**src/rtl/core/aavr_pkg.sv**
```systemverilog
// Shared constants, widths and the CORDIC arctangent table for the axis-angle rotator.
package aavr_pkg;

    localparam int CORDIC_STAGES_DEF = 16;
    localparam int VEC_WIDTH_DEF     = 16;
    localparam int ATAN_COUNT        = 24;

    // CORDIC x/y width (Q2.30 with headroom) and phase accumulator width.
    localparam int XW  = 34;
    localparam int ZW  = 33;
    localparam int AXW = 16;
    // Quaternion component, doubled product and matrix entry widths.
    localparam int QW  = 34;
    localparam int TPW = 33;
    localparam int MW  = 36;

    localparam logic signed [XW-1:0] CORDIC_GAIN = XW'(64'sd652032874);
    localparam logic signed [MW-1:0] MAT_ONE     = MW'(64'sd16777216);

    // Arctangent of 2^-i in units of 2^-32 turn, rounded.
    function automatic logic signed [ZW-1:0] atan_turn(input int unsigned idx);
        logic signed [ZW-1:0] v;
        unique case (idx)
            0:  v = ZW'(64'sd536870912);
            1:  v = ZW'(64'sd316933406);
            2:  v = ZW'(64'sd167458907);
            3:  v = ZW'(64'sd85004756);
            4:  v = ZW'(64'sd42667331);
            5:  v = ZW'(64'sd21354465);
            6:  v = ZW'(64'sd10679838);
            7:  v = ZW'(64'sd5340245);
            8:  v = ZW'(64'sd2670163);
            9:  v = ZW'(64'sd1335087);
            10: v = ZW'(64'sd667544);
            11: v = ZW'(64'sd333772);
            12: v = ZW'(64'sd166886);
            13: v = ZW'(64'sd83443);
            14: v = ZW'(64'sd41722);
            15: v = ZW'(64'sd20861);
            16: v = ZW'(64'sd10430);
            17: v = ZW'(64'sd5215);
            18: v = ZW'(64'sd2608);
            19: v = ZW'(64'sd1304);
            20: v = ZW'(64'sd652);
            21: v = ZW'(64'sd326);
            22: v = ZW'(64'sd163);
            23: v = ZW'(64'sd81);
            default: v = '0;
        endcase
        return v;
    endfunction

endpackage

```
**src/rtl/core/aavr_cordic.sv**
```systemverilog
// Pipelined rotation-mode CORDIC producing sin and cos of the half angle.
module aavr_cordic #(
    parameter int CORDIC_STAGES = aavr_pkg::CORDIC_STAGES_DEF,
    parameter int SIDE_W        = 1
) (
    input  logic                           i_clk,
    input  logic                           i_rst_n,
    input  logic                           i_en,
    input  logic                           i_valid,
    input  logic [15:0]                    i_angle,
    input  logic [SIDE_W-1:0]              i_side,
    output logic                           o_valid,
    output logic                           o_second,
    output logic signed [aavr_pkg::XW-1:0] o_x,
    output logic signed [aavr_pkg::XW-1:0] o_y,
    output logic [SIDE_W-1:0]              o_side
);

    localparam int NS = (CORDIC_STAGES < aavr_pkg::ATAN_COUNT) ?
                        CORDIC_STAGES : aavr_pkg::ATAN_COUNT;

    logic                           r_v      [0:NS];
    logic                           r_second [0:NS];
    logic signed [aavr_pkg::XW-1:0] r_x      [0:NS];
    logic signed [aavr_pkg::XW-1:0] r_y      [0:NS];
    logic signed [aavr_pkg::ZW-1:0] r_z      [0:NS];
    logic [SIDE_W-1:0]              r_side   [0:NS];

    logic        n_second;
    logic [16:0] n_phase;

    // Second-half angles fold onto the first half; the cosine sign is fixed later.
    always_comb begin
        n_second = i_angle[15];
        n_phase  = n_second ? (17'd65536 - {1'b0, i_angle}) : {1'b0, i_angle};
    end

    always_ff @(posedge i_clk) begin
        if (!i_rst_n) begin
            r_v[0] <= 1'b0;
        end else if (i_en) begin
            r_v[0] <= i_valid;
        end
    end

    always_ff @(posedge i_clk) begin
        if (i_en) begin
            r_second[0] <= n_second;
            r_x[0]      <= aavr_pkg::CORDIC_GAIN;
            r_y[0]      <= '0;
            r_z[0]      <= $signed({1'b0, n_phase, 15'd0});
            r_side[0]   <= i_side;
        end
    end

    for (genvar g = 0; g < NS; g++) begin : g_stage
        always_ff @(posedge i_clk) begin
            if (!i_rst_n) begin
                r_v[g+1] <= 1'b0;
            end else if (i_en) begin
                r_v[g+1] <= r_v[g];
            end
        end

        always_ff @(posedge i_clk) begin
            if (i_en) begin
                r_second[g+1] <= r_second[g];
                r_side[g+1]   <= r_side[g];
                if (!r_z[g][aavr_pkg::ZW-1]) begin
                    r_x[g+1] <= r_x[g] - (r_y[g] >>> g);
                    r_y[g+1] <= r_y[g] + (r_x[g] >>> g);
                    r_z[g+1] <= r_z[g] - aavr_pkg::atan_turn(g);
                end else begin
                    r_x[g+1] <= r_x[g] + (r_y[g] >>> g);
                    r_y[g+1] <= r_y[g] - (r_x[g] >>> g);
                    r_z[g+1] <= r_z[g] + aavr_pkg::atan_turn(g);
                end
            end
        end
    end

    assign o_valid  = r_v[NS];
    assign o_second = r_second[NS];
    assign o_x      = r_x[NS];
    assign o_y      = r_y[NS];
    assign o_side   = r_side[NS];

endmodule

```
**config.mk**
```make
export PLATFORM = sky130hd
export DESIGN_NAME = aavr_cordic
export DESIGN_NICKNAME = d
export VERILOG_FILES = /design/src/rtl/core/aavr_pkg.sv /design/src/rtl/core/aavr_cordic.sv
export SDC_FILE = /design/constraint.sdc
export NUM_CORES = 2
export LEC_CHECK = 0
export BUFFER_PORTS_ARGS = -buffer_cell sky130_fd_sc_hd__buf_4
export CORE_MARGIN = 8
export CORE_UTILIZATION = 40
export CTS_BUF_LIST = sky130_fd_sc_hd__clkbuf_4
export DETAILED_ROUTE_END_ITERATION = 16
export HOLD_SLACK_MARGIN = 0.12
export SKIP_CTS_REPAIR_TIMING = 1
export SLEW_MARGIN = 20
export SYNTH_ARGS = -nofsm -noshare
export SYNTH_HDL_FRONTEND = slang
export SYNTH_SLANG_ARGS = --single-unit
```
**constraint.sdc**
```tcl
create_clock -name i_clk -period 6.6 [get_ports i_clk]
set_input_delay 0.33 -clock i_clk [delete_from_list [all_inputs] [get_ports i_clk]]
set_output_delay 0.33 -clock i_clk [all_outputs]
set_load 0.02 [all_outputs]
```
### After elaboration in Yosys (flattened, before gate mapping)

Memory sizes are Yosys's and may differ from the RTL's.
Index checks and enable logic that the tools add are counted.

* input bits: 21
* memory bits (writable): 1768
* latch bits: 0
* memory bits (read-only): 0
* output and inout bits: 71
* bits in registers: 0
* memories kept: 6
* word-level logic and storage cells: 334

Memories
* r_x: depth 17, width 34, rd ports 17, clocked after memory_dff 0, write ports 17, line aavr_cordic.sv:24 `logic signed [aavr_pkg::XW-1:0] r_x [0:NS];`
* r_y: depth 17, width 34, rd ports 17, clocked after memory_dff 0, write ports 17, line aavr_cordic.sv:25 `logic signed [aavr_pkg::XW-1:0] r_y [0:NS];`
* r_z: depth 17, width 33, rd ports 16, clocked after memory_dff 0, write ports 17, line aavr_cordic.sv:26 `logic signed [aavr_pkg::ZW-1:0] r_z [0:NS];`
* r_second: depth 17, width 1, rd ports 17, clocked after memory_dff 0, write ports 17, line aavr_cordic.sv:23 `logic r_second [0:NS];`
* r_side: depth 17, width 1, rd ports 17, clocked after memory_dff 0, write ports 17, line aavr_cordic.sv:27 `logic [SIDE_W-1:0] r_side [0:NS];`
* r_v: depth 17, width 1, rd ports 17, clocked after memory_dff 0, write ports 17, line aavr_cordic.sv:22 `logic r_v [0:NS];`

* $mul: 0
* order comparisons: 0
* equal/unequal tests: 0
* bitwise operators: 65
* multiplexer cells: 167
* reduce and logical (&&, ||, !) cells: 0
* shift operators: 0
* $add $sub $neg: 96
* div/mod/pow operators: 0

Operator list (count)
* $mux W34: 32
* $mux W33: 16
* $mux W1: 118
* $add A34 B19 Y34: 2
* $add A34 B20 Y34: 2
* $add A34 B21 Y34: 2
* $add A34 B22 Y34: 2
* $add A34 B23 Y34: 2
* $add A34 B24 Y34: 2
* $add A34 B25 Y34: 2
* $add A34 B26 Y34: 2
* $add A34 B27 Y34: 2
* $add A34 B28 Y34: 2
* $add A34 B29 Y34: 2
* $add A34 B30 Y34: 2
* $add A34 B31 Y34: 2
* $add A34 B32 Y34: 2
* $add A34 B33 Y34: 2
* $sub A34 B19 Y34: 2
* $sub A34 B20 Y34: 2
* $sub A34 B21 Y34: 2
* $sub A34 B22 Y34: 2
* $sub A34 B23 Y34: 2
* $sub A34 B24 Y34: 2
* 46 further kinds: 120

### Logic depth before layout (Yosys ltp)

* word-level depth: 4
* mapped depth: 23
* mapped depth without buffers: 22

### Least setup slack after synthesis

No wires, ideal clock.

* path kind: input to register
* start point: input i_en
* end point: memory r_x[13][32] (netlist name), data pin
* stages: 16
* arrival time: 4.510 ns
* required time: 6.338 ns
* path slack: 1.829 ns
* library setup time: 0.262 ns
* path buffers: 2
* cells stage by stage: clkbuf_1 nand2_1 clkbuf_1 o21ai_0 fa_1 a21o_1 a21oi_1 nor2b_1 o41ai_2 o31ai_1 a311oi_2 o21ai_1 a2111o_1 a31oi_1 o21ai_1 xor2_1

RTL lines
* start, declared: line aavr_cordic.sv:8 `input logic i_en,`
* end, declared: line aavr_cordic.sv:24

==> flow_summary.json <==
{
  "synth_top_family_by_area": "compound AO/OA/AOI/OAI gates",
  "cts_tree": "yes",
  "worst_setup_path_start_kind": "register",
  "drt-pass1-iter-count": 5,
  "insertion_delay_ns": 1.34,
  "dr.first_iter.drc_count": 6060,
  "synth_area_leaders": "edfxtp_1 36%, ha_1 14%, xnor2_1 8.1%",
  "max_cap_viol_count": 0,
  "synth_seq_area_share_pct": 36.3,
  "route.detailed.drc": 0,
  "synth-edff-count": 1440,
  "synth_top_area_share_pct": 36.2,
  "setup_viol": 0,
  "yosysUniqueCellTypes": 101,
  "numCtsBuffers": 400,
  "detailed_place_hpwl_um": 235000,
  "final-max-slew-violation-count": 0,
  "synth_area_per_cell_um2": 9.65,
  "synth_area_um2": 119000,
  "grt_antenna_before_repair": 4,
  "cts_buffer_depth": 4,
  "ys.flop_type": "edfxtp_1",
  "drt_wl_total_um": 302000,
  "rsz0062_at_grt": "no",
  "crit_fanout": 6,
  "fin_crit_ns": 5.53,
  "grt_use_total_pct": 18.2,
  "synth-seq-cells": 1441,
  "h-tree-depth": 5,
  "cts.sinks": 1441,
  "grt_overflow": 0,
  "arrival_ns": 6.53,
  "ioPinCount": 92,
  "synthMuxAreaShare_pct": 0.857,
  "critPathKind": "reg2reg",
  "clock.fmax_mhz": 181,
  "drtAntennaViolNets": 0,
  "report.final.hold_viol_count": 0,
  "die_w_um": 562,
  "yosys_warnings": 0,
  "initial_core_util_pct": 40.2,
  "synth-simple-area-share_pct": 13.0,
  "die-height_um": 562,
  "grt_start_max_net_pins": 173,
  "yosys.area.top_type": "edfxtp_1",
  "fillers": 29100,
  "skew_ns": 0.148,
  "grt_pass1_wl_um": 478000,
  "hold_class": "in2reg",
  "slew_headroom_pct": 22.3,
  "syn2layout_area_growth_pct": 9.08,
  "port_buffers": 91,
  "synth_xor_area_share_pct": 12.8,
  "status": "finished, final reports clean",
  "grt_pass1_vias": 89700,
  "tns_ns": 0,
  "synth_fa_ha_area_share_pct": 14.5,
  "tightest_slew_ns": 1.15,
  "synthCells": 12400,
  "async_reset_ff_share_pct": 0,
  "row_count": 200,
  "cp-end-kind": "register",
  "num-nets-final": 14100,
  "drive_gt1_share_pct": 7.39,
  "path_clk_slew_ns": 0.07,
  "viasPerCell": 5.51,
  "synth-compound-area-share_pct": 20.4,
  "finalCritPeriodShare_pct": 83.8,
  "core_um2": 297000,
  "required_ns": 7.59,
  "design.die.area_um2": 316000,
  "synth.net_count": 13700,
  "gp_congestion": 0.901,
  "vias": 93500,
  "clockRootBuffer": "clkbuf_4",
  "routedWlPerCell_um": 17.8
}
[sequential cells by signal, summed over array words and instances (netlist names)]
| signal | flops |
|---|---|
| r_second | 17 |
| r_side | 17 |
| r_v | 17 |
| r_x | 475 |
| r_y | 477 |
| r_z | 438 |
[worst max-delay path, cell delays in order (launching register included)]
cell	delay, ns
edfxtp_1	0.46
or4_1	0.66
or3_1	0.49
o31ai_1	0.28
xor2_1	0.23
ha_1	0.32
a21o_1	0.18
a21o_1	0.16
a21oi_1	0.13
o21ai_0	0.14
o211ai_1	0.25
a21boi_0	0.21
o41a_1	0.40
a211oi_1	0.62
nor2_1	0.15
a311oi_1	0.37
xnor2_1	0.13
[cell type report]
cell class / instances / area, µm² / share of cell area [%]
Antenna cell: 7 / 17.5 / 0.0135
Clock buffer: 541 / 4060 / 3.12
Clock inverter: 148 / 886 / 0.681
Inverter: 425 / 1600 / 1.23
Multi-Input combinational cell: 10200 / 73500 / 56.5
Sequential cell: 1441 / 43300 / 33.2
Tap cell: 3939 / 4930 / 3.79
Timing Repair Buffer: 229 / 1920 / 1.48
[kinds of logic (layout without fill, tap and decap cells)]
logic type,after synthesis,in the layout
DFF,1441,1441
buffers and inverters,692,1343
adders and majority gates,1359,1359
AOI/OAI and AO/OA,3845,3845
xor gates and xnor gates,1739,1739
muxes,96,96
other,1,8
and+or+nand+nor,3193,3193
[cell usage after synthesis, drive strengths merged (57+ instances only)]
master	n
ha	1322
nand2	757
o41ai	65
a21oi	1243
nand4	117
nor4	71
nor2	904
nor3	292
clkbuf	239
o31ai	138
a21o	669
nand2b	212
o21bai	141
inv	420
nor2b	198
a31oi	129
nand3	198
and3	105
xnor2	1103
edfxtp	1440
xor2	636
and2	57
or3	84
o21ai	716
a211oi	115
o21a	196
[routing by layer]
metal	global-route usage [%]	wire, µm
met1	22.7	133000
met2	32.6	148000
met3	2.24	11900
met4	5.48	8580
met5	0	27
[placed cells by master (no fill, tap or decap), types with 41 or more instances in the layout]
master         Yosys  final
inv_1            415    414
nor3_1           291    291
nand3_1          198    198
xnor2_1         1103   1103
a21oi_1         1243   1243
nand2b_1         212    212
o21ai_0          708    708
nor4_1            69     69
ha_1            1322   1322
or3_1             82     82
or2_2             46     46
buf_4              0    170
o31ai_1          137    137
a21o_1           669    669
o21a_1           196    196
a21boi_0          43     43
xor2_1           636    636
nand4_1          117    117
o21bai_1         141    141
clkinv_2           0     41
nand2_1          756    746
a31oi_1          129    129
o211ai_1          49     49
o31a_1            42     42
edfxtp_1        1440   1440
o41ai_1           63     63
clkinv_1           5     82
and2_1            57     57
dlygate4sd3_1      0     55
mux2_2            49     49
clkbuf_4           1    541
mux2i_1           47     47
nor2b_1          198    198
nor2_1           904    904
and3_1           105    105
a211oi_1         115    115
[metrics by stage]
| stage | util [%] | hold WS (ns) | worst slack (ns) | area, µm² | instances |
|---|---|---|---|---|---|
| 2_1_floorplan | - | 0.400 | 1.83 | 119000 | 12400 |
| 3_3_place_gp | 42.0 | 0.400 | 1.13 | 125000 | 16200 |
| 3_5_place_dp | 42.0 | 0.405 | 1.07 | 125000 | 16200 |
| 4_1_cts | 43.6 | -1.06 | 1.06 | 130000 | 16900 |
| 5_1_grt | 43.8 | 0.250 | 0.766 | 130000 | 17000 |
| 6_report | 43.8 | 0.358 | 1.07 | 130000 | 17000 |
[path summary, 6_finish.rpt]
path	slack, ns	cells past startpoint	startpoint	end
worst max-delay path	1.07	16	r_x[6][12]	r_y[7][31]
worst min-delay path	0.36	3	i_rst_n	r_v[2]
worst max register to register	1.07	16	r_x[6][12]	r_y[7][31]
worst min register to register	0.38	0	r_side[0][9]	r_side[0][10]
Power is left out: the tool's default activity adds up to more than one toggle a clock period on the data nets, which glitch-free logic cannot reach.
